<file path="config.mk">
export PLATFORM = sky130hd
export DESIGN_NAME = head_pose_param_mapper_flat
export DESIGN_NICKNAME = d
export VERILOG_FILES = /design/src/hw/rtl/hpm_pkg.sv /design/src/hw/rtl/hpm_if.sv /design/src/hw/rtl/hpm_div.sv /design/src/hw/rtl/hpm_mix.sv /design/src/hw/rtl/head_pose_param_mapper.sv /design/src/flat_wrapper.sv
export SDC_FILE = /design/constraint.sdc
export NUM_CORES = 2
export LEC_CHECK = 0
export BUFFER_PORTS_ARGS = -buffer_cell sky130_fd_sc_hd__clkbuf_2
export CAP_MARGIN = 10
export CELL_PAD_IN_SITES_DETAIL_PLACEMENT = 1
export CELL_PAD_IN_SITES_GLOBAL_PLACEMENT = 2
export CORE_UTILIZATION = 44
export DETAILED_ROUTE_END_ITERATION = 8
export PLACE_DENSITY_LB_ADDON = 0.1
export SLEW_MARGIN = 5
export SYNTH_ARGS = -nofsm -noshare
export SYNTH_HDL_FRONTEND = slang
export SYNTH_HIERARCHICAL = 1
export SYNTH_SLANG_ARGS = --single-unit
</file>
<file path="constraint.sdc">
create_clock -name clk -period 22.4 [get_ports clk]
set_input_delay 5.6 -clock clk [delete_from_list [all_inputs] [get_ports clk]]
set_output_delay 5.6 -clock clk [all_outputs]
set_load 0.02 [all_outputs]
</file>
<file path="src/hw/rtl/hpm_pkg.sv">
// Types and constants shared by the head pose mapper files.
`default_nettype none

package hpm_pkg;

    localparam int CFG_INDEX_W = 3;
    localparam int CFG_DATA_W  = 48;

    localparam logic [15:0] ONE_Q15     = 16'd32768;
    localparam logic [14:0] FS_MIN      = 15'd128;
    localparam logic [15:0] EYE_DEN_MIN = 16'd3;

    typedef enum logic [CFG_INDEX_W-1:0] {
        CFG_MIN_CONFIDENCE,
        CFG_DEADZONE_ANGLE,
        CFG_YAW_FULL_SCALE,
        CFG_PITCH_FULL_SCALE,
        CFG_EYE_THRESHOLD,
        CFG_SMOOTHING_ALPHA,
        CFG_FALLBACK_WEIGHT,
        CFG_FALLBACK_POSE
    } cfg_index_t;

    typedef enum logic [1:0] {
        GATE_OK,
        GATE_NO_FACE,
        GATE_LOW_CONF,
        GATE_INVALID
    } gate_t;

    typedef enum logic [2:0] {
        CAUSE_NONE,
        CAUSE_NO_FACE,
        CAUSE_LOW_CONF,
        CAUSE_INVALID,
        CAUSE_MESH,
        CAUSE_DISABLED
    } cause_t;

    typedef enum logic {
        CLAMP_ANGLE,
        CLAMP_UNIT
    } clamp_t;

    typedef struct packed {
        logic               face_found;
        logic [15:0]        confidence;
        logic signed [15:0] yaw_angle;
        logic signed [15:0] pitch_angle;
        logic [15:0]        eye_opening;
        logic               sample_invalid;
        logic               mesh_error;
    } sample_t;

    typedef struct packed {
        logic signed [15:0] smooth_yaw;
        logic signed [15:0] smooth_pitch;
        logic [15:0]        smooth_eye;
        logic [1:0]         gate_status;
        logic               fallback_active;
        logic [2:0]         fallback_cause;
    } result_t;

    typedef struct packed {
        logic [31:0] dividend;
        logic [15:0] divisor;
    } div_req_t;

    typedef struct packed {
        logic signed [17:0] a;
        logic signed [17:0] b;
        logic [15:0]        w;
        clamp_t             mode;
    } mix_req_t;

endpackage

`default_nettype wire

</file>
<file path="src/hw/rtl/hpm_if.sv">
// Handshake channel interfaces of the head pose mapper.
`default_nettype none

interface hpm_sample_if;
    logic              valid;
    logic              ready;
    hpm_pkg::sample_t  data;
    modport source (output valid, output data, input ready);
    modport sink (input valid, input data, output ready);
endinterface

interface hpm_result_if;
    logic              valid;
    logic              ready;
    hpm_pkg::result_t  data;
    modport source (output valid, output data, input ready);
    modport sink (input valid, input data, output ready);
endinterface

interface hpm_cfg_if;
    logic                                valid;
    logic                                ready;
    logic [hpm_pkg::CFG_INDEX_W-1:0]     index;
    logic [hpm_pkg::CFG_DATA_W-1:0]      data;
    modport source (output valid, output index, output data, input ready);
    modport sink (input valid, input index, input data, output ready);
endinterface

`default_nettype wire

</file>
<file path="src/hw/rtl/hpm_div.sv">
// Restoring divider, one quotient bit per cycle, quotient saturated at 32768.
`default_nettype none

module hpm_div (
    input  logic              clk,
    input  logic              rst_n,
    input  logic              start,
    input  hpm_pkg::div_req_t req,
    output logic              done,
    output logic [15:0]       quot
);

    localparam int QBITS = 15;

    logic              busy_reg, busy_next;
    logic              done_reg, done_next;
    logic [3:0]        cnt_reg, cnt_next;
    logic [31:0]       rem_reg, rem_next;
    logic [31:0]       dsh_reg, dsh_next;
    logic [QBITS-1:0]  q_reg, q_next;
    logic              sat_reg, sat_next;

    always_comb
    begin
        busy_next = busy_reg;
        done_next = 1'b0;
        cnt_next  = cnt_reg;
        rem_next  = rem_reg;
        dsh_next  = dsh_reg;
        q_next    = q_reg;
        sat_next  = sat_reg;
        if (start)
        begin
            q_next = '0;
            // quotient of 32768 or more: saturate without iterating
            if (req.dividend >= {1'b0, req.divisor, 15'd0})
            begin
                sat_next  = 1'b1;
                done_next = 1'b1;
                busy_next = 1'b0;
            end
            else
            begin
                sat_next  = 1'b0;
                rem_next  = req.dividend;
                dsh_next  = {2'b00, req.divisor, 14'd0};
                cnt_next  = 4'(QBITS);
                busy_next = 1'b1;
            end
        end
        else if (busy_reg)
        begin
            if (rem_reg >= dsh_reg)
            begin
                rem_next = rem_reg - dsh_reg;
                q_next   = {q_reg[QBITS-2:0], 1'b1};
            end
            else
            begin
                q_next = {q_reg[QBITS-2:0], 1'b0};
            end
            dsh_next = dsh_reg >> 1;
            cnt_next = cnt_reg - 4'd1;
            if (cnt_reg == 4'd1)
            begin
                busy_next = 1'b0;
                done_next = 1'b1;
            end
        end
    end

    always_ff @(posedge clk or negedge rst_n)
    begin
        if (!rst_n)
        begin
            busy_reg <= 1'b0;
            done_reg <= 1'b0;
            cnt_reg  <= '0;
        end
        else
        begin
            busy_reg <= busy_next;
            done_reg <= done_next;
            cnt_reg  <= cnt_next;
        end
    end

    always_ff @(posedge clk)
    begin
        rem_reg <= rem_next;
        dsh_reg <= dsh_next;
        q_reg   <= q_next;
        sat_reg <= sat_next;
    end

    assign done = done_reg;
    assign quot = {sat_reg, q_reg};

endmodule

`default_nettype wire

</file>
<file path="src/hw/rtl/hpm_mix.sv">
// Two-stage blend unit: floor((a*(32768-w) + b*w + 16384) / 32768), clamped.
`default_nettype none

module hpm_mix (
    input  logic               clk,
    input  logic               rst_n,
    input  logic               start,
    input  hpm_pkg::mix_req_t  req,
    output logic               done,
    output logic signed [17:0] res
);

    logic signed [18:0] diff;
    logic signed [35:0] prod;
    logic signed [37:0] sum;
    logic signed [22:0] rnd;
    logic signed [17:0] clamped;

    logic               v1_reg, v2_reg;
    logic signed [35:0] prod_reg;
    logic signed [17:0] a_reg;
    hpm_pkg::clamp_t    mode_reg;
    logic signed [17:0] res_reg;

    // a*(32768-w) + b*w == a*32768 + (b-a)*w
    always_comb
    begin
        diff = $signed({req.b[17], req.b}) - $signed({req.a[17], req.a});
        prod = diff * $signed({1'b0, req.w});
    end

    always_comb
    begin
        sum = $signed({{5{a_reg[17]}}, a_reg, 15'd0})
            + $signed({{2{prod_reg[35]}}, prod_reg})
            + 38'sd16384;
        rnd = sum[37:15];
        case (mode_reg)
            hpm_pkg::CLAMP_ANGLE:
            begin
                if (rnd > 23'sd32767)
                    clamped = 18'sd32767;
                else if (rnd < -23'sd32768)
                    clamped = -18'sd32768;
                else
                    clamped = rnd[17:0];
            end
            hpm_pkg::CLAMP_UNIT:
            begin
                if (rnd < 23'sd0)
                    clamped = 18'sd0;
                else if (rnd > 23'sd32768)
                    clamped = 18'sd32768;
                else
                    clamped = rnd[17:0];
            end
            default: clamped = rnd[17:0];
        endcase
    end

    always_ff @(posedge clk or negedge rst_n)
    begin
        if (!rst_n)
        begin
            v1_reg <= 1'b0;
            v2_reg <= 1'b0;
        end
        else
        begin
            v1_reg <= start;
            v2_reg <= v1_reg;
        end
    end

    always_ff @(posedge clk)
    begin
        if (start)
        begin
            prod_reg <= prod;
            a_reg    <= req.a;
            mode_reg <= req.mode;
        end
        if (v1_reg)
            res_reg <= clamped;
    end

    assign done = v2_reg;
    assign res  = res_reg;

endmodule

`default_nettype wire

</file>
<file path="src/hw/rtl/head_pose_param_mapper.sv">
// Top level of the head pose mapper: configuration, sequencer and output register.
`default_nettype none

// Head pose parameter mapper. One face-tracking sample per transfer on the
// sample channel yields one result transfer on the result channel. A sample
// passes the gate only when a face was found, its confidence reaches
// min_confidence and it is not flagged invalid; gate_status reports the first
// failing check, with an invalid sample taking precedence. For a passed sample
// yaw and pitch lose the deadzone and are divided by their full-scale angle to
// Q1.15 (-32768..32767), and the eye opening above eye_threshold is divided by
// the remaining span (at least 3 LSB) to 0..32768; all quotients round to
// nearest. A failed gate gives zeros. Any fault, a mesh error included, blends
// the three values toward fallback_pose by fallback_weight when that weight is
// nonzero (fallback_active set); with a zero weight fallback_cause reads
// "disabled". Three exponential smoothers with weight smoothing_alpha produce
// the outputs. All arithmetic runs through two shared units under one
// sequencer: a restoring divider that retires one quotient bit per cycle,
// finishes early when the quotient saturates and is not started when the
// deadzone or the eye threshold zeroes the value, and a two-stage
// multiply-round-clamp unit for each blend or smoothing step. A rejected
// sample skips the divider. The sample channel is not ready while a sample
// is in work and returns ready at the same clock edge that loads the result,
// so the next sample is taken while a finished result still waits in the
// output register; a further result holds in the sequencer until that
// register frees. The configuration channel is always ready; the user must
// write it only while the block is idle, which the block does not enforce.
module head_pose_param_mapper (
    input  logic         clk,
    input  logic         rst_n,
    hpm_sample_if.sink   sample,
    hpm_result_if.source result,
    hpm_cfg_if.sink      cfg
);

    localparam logic [1:0] K_YAW   = 2'd0;
    localparam logic [1:0] K_PITCH = 2'd1;
    localparam logic [1:0] K_EYE   = 2'd2;

    typedef enum logic [2:0] {
        S_IDLE,
        S_DIV_ISSUE,
        S_DIV_WAIT,
        S_MIX_ISSUE,
        S_MIX_WAIT,
        S_DONE
    } state_t;

    // configuration registers
    logic [15:0] conf_floor_reg;
    logic [13:0] deadzone_reg;
    logic [14:0] yaw_fs_reg;
    logic [14:0] pitch_fs_reg;
    logic [15:0] eye_thr_reg;
    logic [15:0] alpha_reg;
    logic [15:0] fb_weight_reg;
    logic [47:0] fb_pose_reg;

    // clamped views of the configuration
    logic [15:0] conf_floor;
    logic [15:0] eye_thr;
    logic [15:0] alpha;
    logic [15:0] fb_weight;
    logic [15:0] fb_eye;
    logic [14:0] yaw_fs;
    logic [14:0] pitch_fs;

    // sequencer
    state_t             state_reg, state_next;
    logic [1:0]         k_reg, k_next;
    logic               smooth_reg, smooth_next;
    logic               out_valid_reg, out_valid_next;
    hpm_pkg::result_t   out_data_reg, out_data_next;
    logic signed [15:0] acc_yaw_reg, acc_yaw_next;
    logic signed [15:0] acc_pitch_reg, acc_pitch_next;
    logic [15:0]        acc_eye_reg, acc_eye_next;

    // captured sample and per-sample values
    logic signed [15:0] yaw_in_reg;
    logic signed [15:0] pitch_in_reg;
    logic [15:0]        eye_in_reg;
    hpm_pkg::gate_t     gate_reg;
    hpm_pkg::cause_t    cause_reg;
    logic               fault_reg;
    logic signed [17:0] val_reg [3];
    logic signed [17:0] val_next [3];

    // sample decode
    logic            take;
    hpm_pkg::gate_t  gate_new;
    hpm_pkg::cause_t cause_new;
    logic            fault_new;
    logic            out_free;
    logic            blend_en;

    // divider setup
    logic signed [15:0] ang_in;
    logic [16:0]        ang_ext;
    logic [16:0]        ang_mag;
    logic [14:0]        ang_fs;
    logic               ang_zero;
    logic [16:0]        ang_num;
    logic [16:0]        eye_num;
    logic               eye_zero;
    logic [16:0]        eye_den_raw;
    logic [15:0]        eye_den;
    logic               is_eye;
    logic [16:0]        div_num;
    logic               div_zero;
    logic signed [17:0] div_val;

    // shared units
    hpm_pkg::div_req_t  div_req;
    logic               div_start;
    logic               div_done;
    logic [15:0]        div_quot;
    hpm_pkg::mix_req_t  mix_req;
    logic               mix_start;
    logic               mix_done;
    logic signed [17:0] mix_res;

    hpm_div u_div (
        .clk   (clk),
        .rst_n (rst_n),
        .start (div_start),
        .req   (div_req),
        .done  (div_done),
        .quot  (div_quot)
    );

    hpm_mix u_mix (
        .clk   (clk),
        .rst_n (rst_n),
        .start (mix_start),
        .req   (mix_req),
        .done  (mix_done),
        .res   (mix_res)
    );

    // clamp or floor register values that lie outside their meaningful range
    always_comb
    begin
        conf_floor = (conf_floor_reg > hpm_pkg::ONE_Q15) ? hpm_pkg::ONE_Q15 : conf_floor_reg;
        eye_thr    = (eye_thr_reg > hpm_pkg::ONE_Q15) ? hpm_pkg::ONE_Q15 : eye_thr_reg;
        alpha      = (alpha_reg > hpm_pkg::ONE_Q15) ? hpm_pkg::ONE_Q15 : alpha_reg;
        fb_weight  = (fb_weight_reg > hpm_pkg::ONE_Q15) ? hpm_pkg::ONE_Q15 : fb_weight_reg;
        fb_eye     = (fb_pose_reg[47:32] > hpm_pkg::ONE_Q15) ? hpm_pkg::ONE_Q15
                                                            : fb_pose_reg[47:32];
        yaw_fs     = (yaw_fs_reg < hpm_pkg::FS_MIN) ? hpm_pkg::FS_MIN : yaw_fs_reg;
        pitch_fs   = (pitch_fs_reg < hpm_pkg::FS_MIN) ? hpm_pkg::FS_MIN : pitch_fs_reg;
        blend_en   = (fb_weight != 16'd0);
    end

    // gate and fault decode of the incoming sample
    always_comb
    begin
        gate_new = hpm_pkg::GATE_OK;
        if (!sample.data.face_found)
            gate_new = hpm_pkg::GATE_NO_FACE;
        else if (sample.data.confidence < conf_floor)
            gate_new = hpm_pkg::GATE_LOW_CONF;
        if (sample.data.sample_invalid)
            gate_new = hpm_pkg::GATE_INVALID;

        case (gate_new)
            hpm_pkg::GATE_NO_FACE:  cause_new = hpm_pkg::CAUSE_NO_FACE;
            hpm_pkg::GATE_LOW_CONF: cause_new = hpm_pkg::CAUSE_LOW_CONF;
            hpm_pkg::GATE_INVALID:  cause_new = hpm_pkg::CAUSE_INVALID;
            default:
                cause_new = sample.data.mesh_error ? hpm_pkg::CAUSE_MESH
                                                   : hpm_pkg::CAUSE_NONE;
        endcase

        fault_new = (gate_new != hpm_pkg::GATE_OK) || sample.data.mesh_error;
    end

    // operands of the division for the value selected by k
    always_comb
    begin
        is_eye  = (k_reg == K_EYE);
        ang_in  = (k_reg == K_PITCH) ? pitch_in_reg : yaw_in_reg;
        ang_fs  = (k_reg == K_PITCH) ? pitch_fs : yaw_fs;
        ang_ext = {ang_in[15], ang_in};
        ang_mag = ang_in[15] ? (~ang_ext + 17'd1) : ang_ext;
        ang_zero = (ang_mag <= {3'b000, deadzone_reg});
        ang_num  = ang_mag - {3'b000, deadzone_reg};

        eye_zero    = (eye_in_reg <= eye_thr);
        eye_num     = {1'b0, eye_in_reg} - {1'b0, eye_thr};
        eye_den_raw = {1'b0, hpm_pkg::ONE_Q15} - {1'b0, eye_thr};
        eye_den     = (eye_den_raw < {1'b0, hpm_pkg::EYE_DEN_MIN}) ? hpm_pkg::EYE_DEN_MIN
                                                                   : eye_den_raw[15:0];

        div_num          = is_eye ? eye_num : ang_num;
        div_zero         = is_eye ? eye_zero : ang_zero;
        div_req.divisor  = is_eye ? eye_den : {1'b0, ang_fs};
        // add half the divisor to round to nearest
        div_req.dividend = {div_num, 15'd0} + {17'd0, div_req.divisor[15:1]};

        // restore the sign and saturate the positive angle at 32767
        if (is_eye)
            div_val = $signed({2'b00, div_quot});
        else if (ang_in[15])
            div_val = $signed(18'd0 - {2'b00, div_quot});
        else if (div_quot > 16'd32767)
            div_val = 18'sd32767;
        else
            div_val = $signed({2'b00, div_quot});
    end

    // operands of the blend or smoothing step for the value selected by k
    always_comb
    begin
        logic signed [17:0] acc_sel;
        logic signed [17:0] fb_sel;
        case (k_reg)
            K_YAW:
            begin
                acc_sel = {{2{acc_yaw_reg[15]}}, acc_yaw_reg};
                fb_sel  = {{2{fb_pose_reg[15]}}, fb_pose_reg[15:0]};
            end
            K_PITCH:
            begin
                acc_sel = {{2{acc_pitch_reg[15]}}, acc_pitch_reg};
                fb_sel  = {{2{fb_pose_reg[31]}}, fb_pose_reg[31:16]};
            end
            default:
            begin
                acc_sel = $signed({2'b00, acc_eye_reg});
                fb_sel  = $signed({2'b00, fb_eye});
            end
        endcase
        mix_req.a    = smooth_reg ? acc_sel : val_reg[k_reg];
        mix_req.b    = smooth_reg ? val_reg[k_reg] : fb_sel;
        mix_req.w    = smooth_reg ? alpha : fb_weight;
        mix_req.mode = is_eye ? hpm_pkg::CLAMP_UNIT : hpm_pkg::CLAMP_ANGLE;
    end

    assign take     = sample.valid && sample.ready;
    assign out_free = !out_valid_reg || result.ready;

    // sequencer
    always_comb
    begin
        state_next     = state_reg;
        k_next         = k_reg;
        smooth_next    = smooth_reg;
        acc_yaw_next   = acc_yaw_reg;
        acc_pitch_next = acc_pitch_reg;
        acc_eye_next   = acc_eye_reg;
        out_data_next  = out_data_reg;
        out_valid_next = out_valid_reg && !result.ready;
        val_next       = val_reg;
        div_start      = 1'b0;
        mix_start      = 1'b0;

        case (state_reg)
            S_IDLE:
            begin
                if (take)
                begin
                    k_next = K_YAW;
                    for (int i = 0; i < 3; i++)
                        val_next[i] = '0;
                    if (gate_new == hpm_pkg::GATE_OK)
                    begin
                        state_next = S_DIV_ISSUE;
                    end
                    else
                    begin
                        // rejected sample: values stay zero, blend (if enabled) without dividing
                        smooth_next = !(fault_new && blend_en);
                        state_next  = S_MIX_ISSUE;
                    end
                end
            end

            S_DIV_ISSUE:
            begin
                if (div_zero)
                begin
                    // inside deadzone or at or below threshold: keep zero, skip the divide
                    if (k_reg == K_EYE)
                    begin
                        k_next      = K_YAW;
                        smooth_next = !(fault_reg && blend_en);
                        state_next  = S_MIX_ISSUE;
                    end
                    else
                    begin
                        k_next = k_reg + 2'd1;
                    end
                end
                else
                begin
                    div_start  = 1'b1;
                    state_next = S_DIV_WAIT;
                end
            end

            S_DIV_WAIT:
            begin
                if (div_done)
                begin
                    val_next[k_reg] = div_val;
                    if (k_reg == K_EYE)
                    begin
                        k_next      = K_YAW;
                        smooth_next = !(fault_reg && blend_en);
                        state_next  = S_MIX_ISSUE;
                    end
                    else
                    begin
                        k_next     = k_reg + 2'd1;
                        state_next = S_DIV_ISSUE;
                    end
                end
            end

            S_MIX_ISSUE:
            begin
                mix_start  = 1'b1;
                state_next = S_MIX_WAIT;
            end

            S_MIX_WAIT:
            begin
                if (mix_done)
                begin
                    if (smooth_reg)
                    begin
                        case (k_reg)
                            K_YAW:   acc_yaw_next   = mix_res[15:0];
                            K_PITCH: acc_pitch_next = mix_res[15:0];
                            default: acc_eye_next   = mix_res[15:0];
                        endcase
                    end
                    else
                    begin
                        val_next[k_reg] = mix_res;
                    end

                    if (k_reg != K_EYE)
                    begin
                        k_next     = k_reg + 2'd1;
                        state_next = S_MIX_ISSUE;
                    end
                    else if (!smooth_reg)
                    begin
                        // blend done, start smoothing
                        k_next      = K_YAW;
                        smooth_next = 1'b1;
                        state_next  = S_MIX_ISSUE;
                    end
                    else
                    begin
                        state_next = S_DONE;
                    end
                end
            end

            S_DONE:
            begin
                // hold until the output register can take the result
                if (out_free)
                begin
                    out_data_next.smooth_yaw      = acc_yaw_reg;
                    out_data_next.smooth_pitch    = acc_pitch_reg;
                    out_data_next.smooth_eye      = acc_eye_reg;
                    out_data_next.gate_status     = gate_reg;
                    out_data_next.fallback_active = fault_reg && blend_en;
                    if (!fault_reg)
                        out_data_next.fallback_cause = hpm_pkg::CAUSE_NONE;
                    else if (blend_en)
                        out_data_next.fallback_cause = cause_reg;
                    else
                        out_data_next.fallback_cause = hpm_pkg::CAUSE_DISABLED;
                    out_valid_next = 1'b1;
                    state_next     = S_IDLE;
                end
            end

            default: state_next = S_IDLE;
        endcase
    end

    always_ff @(posedge clk or negedge rst_n)
    begin
        if (!rst_n)
        begin
            state_reg     <= S_IDLE;
            k_reg         <= K_YAW;
            smooth_reg    <= 1'b0;
            out_valid_reg <= 1'b0;
            out_data_reg  <= '0;
            acc_yaw_reg   <= '0;
            acc_pitch_reg <= '0;
            acc_eye_reg   <= '0;
        end
        else
        begin
            state_reg     <= state_next;
            k_reg         <= k_next;
            smooth_reg    <= smooth_next;
            out_valid_reg <= out_valid_next;
            out_data_reg  <= out_data_next;
            acc_yaw_reg   <= acc_yaw_next;
            acc_pitch_reg <= acc_pitch_next;
            acc_eye_reg   <= acc_eye_next;
        end
    end

    // capture the sample and keep the working values
    always_ff @(posedge clk)
    begin
        if (take)
        begin
            yaw_in_reg   <= sample.data.yaw_angle;
            pitch_in_reg <= sample.data.pitch_angle;
            eye_in_reg   <= sample.data.eye_opening;
            gate_reg     <= gate_new;
            cause_reg    <= cause_new;
            fault_reg    <= fault_new;
        end
        for (int i = 0; i < 3; i++)
            val_reg[i] <= val_next[i];
    end

    // configuration writes
    always_ff @(posedge clk or negedge rst_n)
    begin
        if (!rst_n)
        begin
            conf_floor_reg <= 16'd16384;
            deadzone_reg   <= 14'd256;
            yaw_fs_reg     <= 15'd3840;
            pitch_fs_reg   <= 15'd2560;
            eye_thr_reg    <= 16'd6554;
            alpha_reg      <= 16'd16384;
            fb_weight_reg  <= 16'd0;
            fb_pose_reg    <= 48'd0;
        end
        else if (cfg.valid && cfg.ready)
        begin
            case (cfg.index)
                hpm_pkg::CFG_MIN_CONFIDENCE:   conf_floor_reg <= cfg.data[15:0];
                hpm_pkg::CFG_DEADZONE_ANGLE:   deadzone_reg   <= cfg.data[13:0];
                hpm_pkg::CFG_YAW_FULL_SCALE:   yaw_fs_reg     <= cfg.data[14:0];
                hpm_pkg::CFG_PITCH_FULL_SCALE: pitch_fs_reg   <= cfg.data[14:0];
                hpm_pkg::CFG_EYE_THRESHOLD:    eye_thr_reg    <= cfg.data[15:0];
                hpm_pkg::CFG_SMOOTHING_ALPHA:  alpha_reg      <= cfg.data[15:0];
                hpm_pkg::CFG_FALLBACK_WEIGHT:  fb_weight_reg  <= cfg.data[15:0];
                hpm_pkg::CFG_FALLBACK_POSE:    fb_pose_reg    <= cfg.data[47:0];
                default: ;
            endcase
        end
    end

    assign sample.ready = (state_reg == S_IDLE);
    assign cfg.ready    = 1'b1;
    assign result.valid = out_valid_reg;
    assign result.data  = out_data_reg;

endmodule

`default_nettype wire

</file>
<file path="src/flat_wrapper.sv">
// flat-port wrapper written by rule: the top's interface ports become plain ports
module head_pose_param_mapper_flat 
  (clk, rst_n, sample_valid, sample_data, sample_ready, result_valid, result_data, result_ready, cfg_valid, cfg_index, cfg_data, cfg_ready);
  hpm_sample_if sample_i ();
  hpm_result_if result_i ();
  hpm_cfg_if cfg_i ();
  input  logic clk;
  input  logic rst_n;
  input wire logic [$bits(sample_i.valid)-1:0] sample_valid;
  input wire logic [$bits(sample_i.data)-1:0] sample_data;
  output wire logic [$bits(sample_i.ready)-1:0] sample_ready;
  output wire logic [$bits(result_i.valid)-1:0] result_valid;
  output wire logic [$bits(result_i.data)-1:0] result_data;
  input wire logic [$bits(result_i.ready)-1:0] result_ready;
  input wire logic [$bits(cfg_i.valid)-1:0] cfg_valid;
  input wire logic [$bits(cfg_i.index)-1:0] cfg_index;
  input wire logic [$bits(cfg_i.data)-1:0] cfg_data;
  output wire logic [$bits(cfg_i.ready)-1:0] cfg_ready;
  assign sample_i.valid = sample_valid;
  assign sample_i.data = sample_data;
  assign sample_ready = sample_i.ready;
  assign result_valid = result_i.valid;
  assign result_data = result_i.data;
  assign result_i.ready = result_ready;
  assign cfg_i.valid = cfg_valid;
  assign cfg_i.index = cfg_index;
  assign cfg_i.data = cfg_data;
  assign cfg_ready = cfg_i.ready;
  head_pose_param_mapper u_core (.clk(clk), .rst_n(rst_n), .sample(sample_i), .result(result_i), .cfg(cfg_i));
endmodule
</file>
* Word level (Yosys, flattened, before mapping)
Index checks and enable logic that the tools add are counted.
** Word-level totals
- Register bits after elaboration :: 534
- Latch bits :: 0
- RAM bits :: 0
- Bits in read-only memories :: 0
- Input port bits :: 123
- Output and inout port bits :: 57
- Word-level logic and storage cells :: 248
- Memories kept :: 0
** Operators by class
- $add $sub $neg :: 12
- $mul :: 1
- Divide/modulo/power cells :: 0
- Order comparisons :: 20
- Equal/unequal tests :: 30
- Shifts and indexed selects :: 0
- Mux-type cells :: 98
- Bitwise gates (word level) :: 4
- Reductions and logical operators :: 40
** Operator list (count)
- 2-to-1 mux 32 bit :: 7
- 2-to-1 mux 54 bit :: 4
- 2-to-1 mux 18 bit :: 11
- one-hot mux 54 bit (3 select lines) :: 1
- 2-to-1 mux 16 bit :: 10
- bitwise mux 54 bit :: 2
- one-hot mux 18 bit (2 select lines) :: 3
- greater-than comparator 16 bit (second input constant) :: 5
- 2-to-1 mux 15 bit :: 3
- adder 37 x 16 -> 38 bit (second input constant) :: 1
- adder 33 x 36 -> 37 bit :: 1
- binary-select mux 18 bit (select 2 bit) :: 1
- demux 18 bit (select 2 bit) :: 1
- multiplier 19 x 17 -> 36 bit :: 1
- 2-to-1 mux 17 bit :: 2
- 2-to-1 mux 3 bit :: 11
- adder 32 x 15 -> 32 bit :: 1
- >= comparator 32 x 31 -> 1 bit :: 1
- >= comparator 32 bit :: 1
- subtractor 32 bit :: 1
- < comparator 15 x 8 -> 1 bit (second input constant) :: 2
- 2-to-1 mux 2 bit :: 12
- greater-than comparator 23 x 16 -> 1 bit (second input constant) :: 1
- greater-than comparator 23 x 17 -> 1 bit (second input constant) :: 1
- other kinds (52) :: 121

* Depth between registers and ports, before layout
- Depth in word-level cells :: 13
- Depth in mapped cells :: 41
- Gate-level depth less buffers :: 38

* By module
The synthesis kept the hierarchy.
** By module, submodules not included
- head_pose_param_mapper :: instances 1, cells each 1932, area each 20175.6 µm², seq. area each 9864.5 µm²
- hpm_mix :: instances 1, cells each 1725, area each 15650.0 µm², seq. area each 1821.7 µm²
- hpm_div :: instances 1, cells each 634, area each 5679.2 µm², seq. area each 2342.2 µm²

* Worst setup path before layout
OpenSTA, ideal clock, no wires.
- Kind :: reg2reg
- Start point :: reg u_core.k_reg[1]
- End point :: reg u_core.u_mix.prod_reg[35], data pin
- Library setup time :: 260 ps
- Arrival :: 9071 ps
- Data required time :: 22140 ps
- Path slack :: 13069 ps
- Cell stages (with the launch flop) :: 40
- Path buffers :: 5
- Period minus slack after synthesis :: 9331 ps
- Cell sequence :: dfrtp_1 -> buf_4 -> nor2b_1 -> buf_2 -> buf_1 -> clkbuf_1 -> a21oi_1 -> a21oi_1 -> inv_1 -> ha_1 -> fa_1 -> nor2b_1 -> o21ai_1 -> a21boi_1 -> o21a_1 -> o21ai_1 -> a211oi_1 -> nor3_1 -> (+4 left out) -> inv_1 -> fa_1 -> fa_1 -> fa_1 -> fa_1 -> inv_1 -> fa_1 -> inv_1 -> ha_1 -> a21oi_1 -> o21ai_0 -> a21oi_1 -> o22a_1 -> o21ai_1 -> o21ai_1 -> o211ai_1 -> a21oi_1 -> xnor2_1
** RTL lines
- from (decl) :: RTL line head_pose_param_mapper.sv:69 : logic [1:0] k_reg, k_next;
- from (signal assigned) :: RTL line head_pose_param_mapper.sv:402 : k_reg <= k_next;
- to (signal assigned) :: RTL line hpm_mix.sv:79 : prod_reg <= prod;
- to (decl) :: RTL line hpm_mix.sv:20 : logic signed [35:0] prod_reg;

==> flow_summary.yaml <==
setup_path:
  cp-end-kind: "flip-flop"
  critPathKind: "reg2reg"
  crit_path_start_kind: "flip-flop"
  cp.depth: 36
  arrival_ns: 11.13
  cp_common_cell: "sky130_fd_sc_hd__fa_1"
  cp_slowest_cell: "sky130_fd_sc_hd__a21oi_1"
  cp.buffers_inverters: 4
  critical_path.top_delay_family: "compound AO/OA/AOI/OAI gates"
  timing.reg2reg.worst_path_depth: 36
  crit_fanout: 16
  cp_slowest_stage_delay_ns: 0.88
  crit_required_ns: 22.82
final_layout:
  layout-drive-gt1-share: 0.140
  syn2layout_area_growth_pct: 10.5
  area.sequential_mm2: 0.0140
  area_occupied_by_multi_input_gates_mm2: 0.0249
  stdcell_count: 5698
  final_nets: 5044
  final_core_util: 0.491
  n_fill_cell: 10500
clock_network:
  ctsHtreeMaxLevel: 2
  postCtsSetupRepairBufs: 0
  resized_cells_post_cts: 0
  tritoncts_num_sinks: 517
  clockBufferDepth: 3
  cts_inserted_buffers: 60
  clkTransAtPathRegs_ns: 0.06
  postCtsHoldBufs: 0
  cts_root_buf: "sky130_fd_sc_hd__clkbuf_16"
  clock_tree_from_tritoncts: "yes"
  clk_latency_ns: 0.70
yosys:
  synthDistinctLibCells: 102
  synthSimpleGateAreaFrac: 0.146
  mappedNetlistNets: 4944
  synth_register_bits: 517
  synth_warnings: 6
  synth_xor_area_frac: 0.0264
  area_fraction_in_compound_gates_after_synthesis: 0.130
  synthesis.area_per_instance_um2: 9.67
  syn_area_mm2: 0.0415
  yosysSeqAreaShare: 0.338
  synthCells: 4291
  synth_edf_count: 229
  yosys-mux-area-fraction: 0.0795
  yosys.area_share.adder: 0.215
  synth_top_family_by_area: "adder cells"
  share_of_synthesized_flip_flops_with_an_asynchronous_set_or_reset: 0.528
  synth_flop_cell: "sky130_fd_sc_hd__dfrtp_1"
place:
  globalplace.congestion: 0.876
  dp_hpwl_um: 104000
  dpl.cell_count: 5583
  place.port_buffers: 178
run_status:
  status: "complete, no violations"
global_routing:
  grt_antenna_before_repair: 11
  maximum_number_of_pins_on_one_net_before_global_route_repair: 100
  global_route.overflow_total: 0
  first_pass_grt_wire_length_um: 210000
  grt_util_all_layers: 0.291
  number_of_global_route_vias_before_repair: 33400
floorplanning:
  initial_core_util: 0.445
  height_of_the_chip_um: 309
  fp.dieArea_mm2: 0.0956
  core-area_mm2: 0.0933
  top_level_ports: 180
  core.rowCount: 112
  floorplan.die.width_um: 309
sta:
  timing.setup.tns_ns: 0
  crit_share_post_route: 0.478
  rsz_0062_raised_after_global_routing: "false"
  max_freq_ghz: 0.0933
  report.final.slew_viol_count: 0
  report.final.hold_viol_count: 0
  timing_worst_slew_pin_value_ns: 1.26
  fin_skew_ns: 0.0331
  setup_viol: 0
  timing.final.crit_period_ns: 10.72
  slew_hr: 0.148
worst_hold_path:
  hold_path_class: "reg2reg"
  min_delay_path_depth: 2
routing:
  dr_total_vias: 32500
  routed_via_density: 5.70
  ant_nets: 0
  drcViolationCount: 0
  detailedRoute.firstPassIterationCount: 7
  drt-initial-drc-count: 2345
  finalWirelength_um: 138000
  routed_wire_length_per_instance_um: 24.3
job:
  max_cap_viol_count: 0
[synthesized netlist by cell type, drive strengths merged, types with 25 or more instances]
library cell | count | area share
a21o | 62 | 0.011
a21oi | 183 | 0.022
a221oi | 28 | 0.0064
a22o | 43 | 0.0091
a22oi | 28 | 0.0051
and2 | 121 | 0.018
buf | 31 | 0.0036
clkbuf | 169 | 0.015
dfrtp | 257 | 0.15
edfxtp | 229 | 0.17
fa | 304 | 0.15
ha | 226 | 0.068
inv | 515 | 0.047
mux2 | 211 | 0.057
mux2i | 92 | 0.022
nand2 | 588 | 0.053
nand2b | 38 | 0.0060
nand3 | 50 | 0.0060
nand4 | 36 | 0.0054
nor2 | 217 | 0.020
nor2b | 48 | 0.0072
nor3 | 51 | 0.0061
nor4 | 42 | 0.0069
o211ai | 34 | 0.0061
o21a | 29 | 0.0053
o21ai | 224 | 0.027
o21bai | 25 | 0.0046
xnor2 | 82 | 0.017
xor2 | 43 | 0.0091
[tightest hold or removal path: cells and delay by family (launching register included)]
family / cells / cell delay [ns]
flops: 1 / 0.34
simple gates: 2 / 0.10
[through the flow]
step | setup slack (ns) | hold WS, ns | area, µm²
after floorplan | 13.07 | 0.415 | 41500
after global placement | 11.75 | 0.458 | 43800
after detailed placement | 11.62 | 0.463 | 43800
after CTS | 11.54 | 0.476 | 45900
after global routing | 10.73 | 0.487 | 45900
final | 11.68 | 0.471 | 45900
[cell usage in the layout, fill, tap and decap left out, drive strengths merged, types with 82 or more instances in the layout]
| cell type | count |
|---|---|
| mux2 | 211 |
| edfxtp | 229 |
| xnor2 | 82 |
| ha | 226 |
| clkbuf | 266 |
| mux2i | 92 |
| o21ai | 224 |
| fa | 304 |
| and2 | 121 |
| nor2 | 217 |
| inv | 518 |
| a21oi | 183 |
| dfrtp | 257 |
| nand2 | 588 |
[metal layers]
| layer | global-route usage | vias up | wire [µm] | part of all wire |
|---|---|---|---|---|
| li1 | - | 14800 | - | - |
| met4 | 0.0509 | 2 | 2200 | 0.016 |
| met2 | 0.446 | 823 | 61500 | 0.44 |
| met3 | 0.0413 | 134 | 8120 | 0.059 |
| met1 | 0.438 | 16700 | 66400 | 0.48 |
| met5 | 0 | - | 13 | 0.000094 |
[layout make-up]
cell class,instances,area share
Sequential cell,517,0.306
Clock inverter,25,0.00655
Tap cell,1254,0.0342
Antenna cell,1,0.0000546
Timing Repair Buffer,238,0.0295
Multi-Input combinational cell,3059,0.542
Clock buffer,89,0.0393
Inverter,515,0.0421
[worst paths after layout]
path | from | slack, ns | endpoint
max in group asynchronous | rst_n | 14.48 | u_core/fb_pose_reg[5]$_DFFE_PN0P_
min reg2reg | u_core/result.data[27]$_DFFE_PN0P_ | 0.47 | u_core/result.data[27]$_DFFE_PN0P_
max | u_core/fb_pose_reg[40]$_DFFE_PN0P_ | 11.68 | u_core/u_mix/prod_reg[33]$_DFFE_PP_
max reg2reg | u_core/fb_pose_reg[40]$_DFFE_PN0P_ | 11.68 | u_core/u_mix/prod_reg[33]$_DFFE_PP_
min in group asynchronous | rst_n | 4.96 | u_core/result.data[40]$_DFFE_PN0P_
min | u_core/result.data[27]$_DFFE_PN0P_ | 0.47 | u_core/result.data[27]$_DFFE_PN0P_
[kinds of logic after synthesis]
group,after synthesis
buffers and inverters,715
and+or+nand+nor,1281
DFF,517
adders and majority gates,531
xor gates and xnor gates,125
AOI/OAI and AO/OA,818
other,1
muxes,303
Power is left out: the tool's default activity adds up to more than one toggle a clock period on the data nets, which glitch-free logic cannot reach.
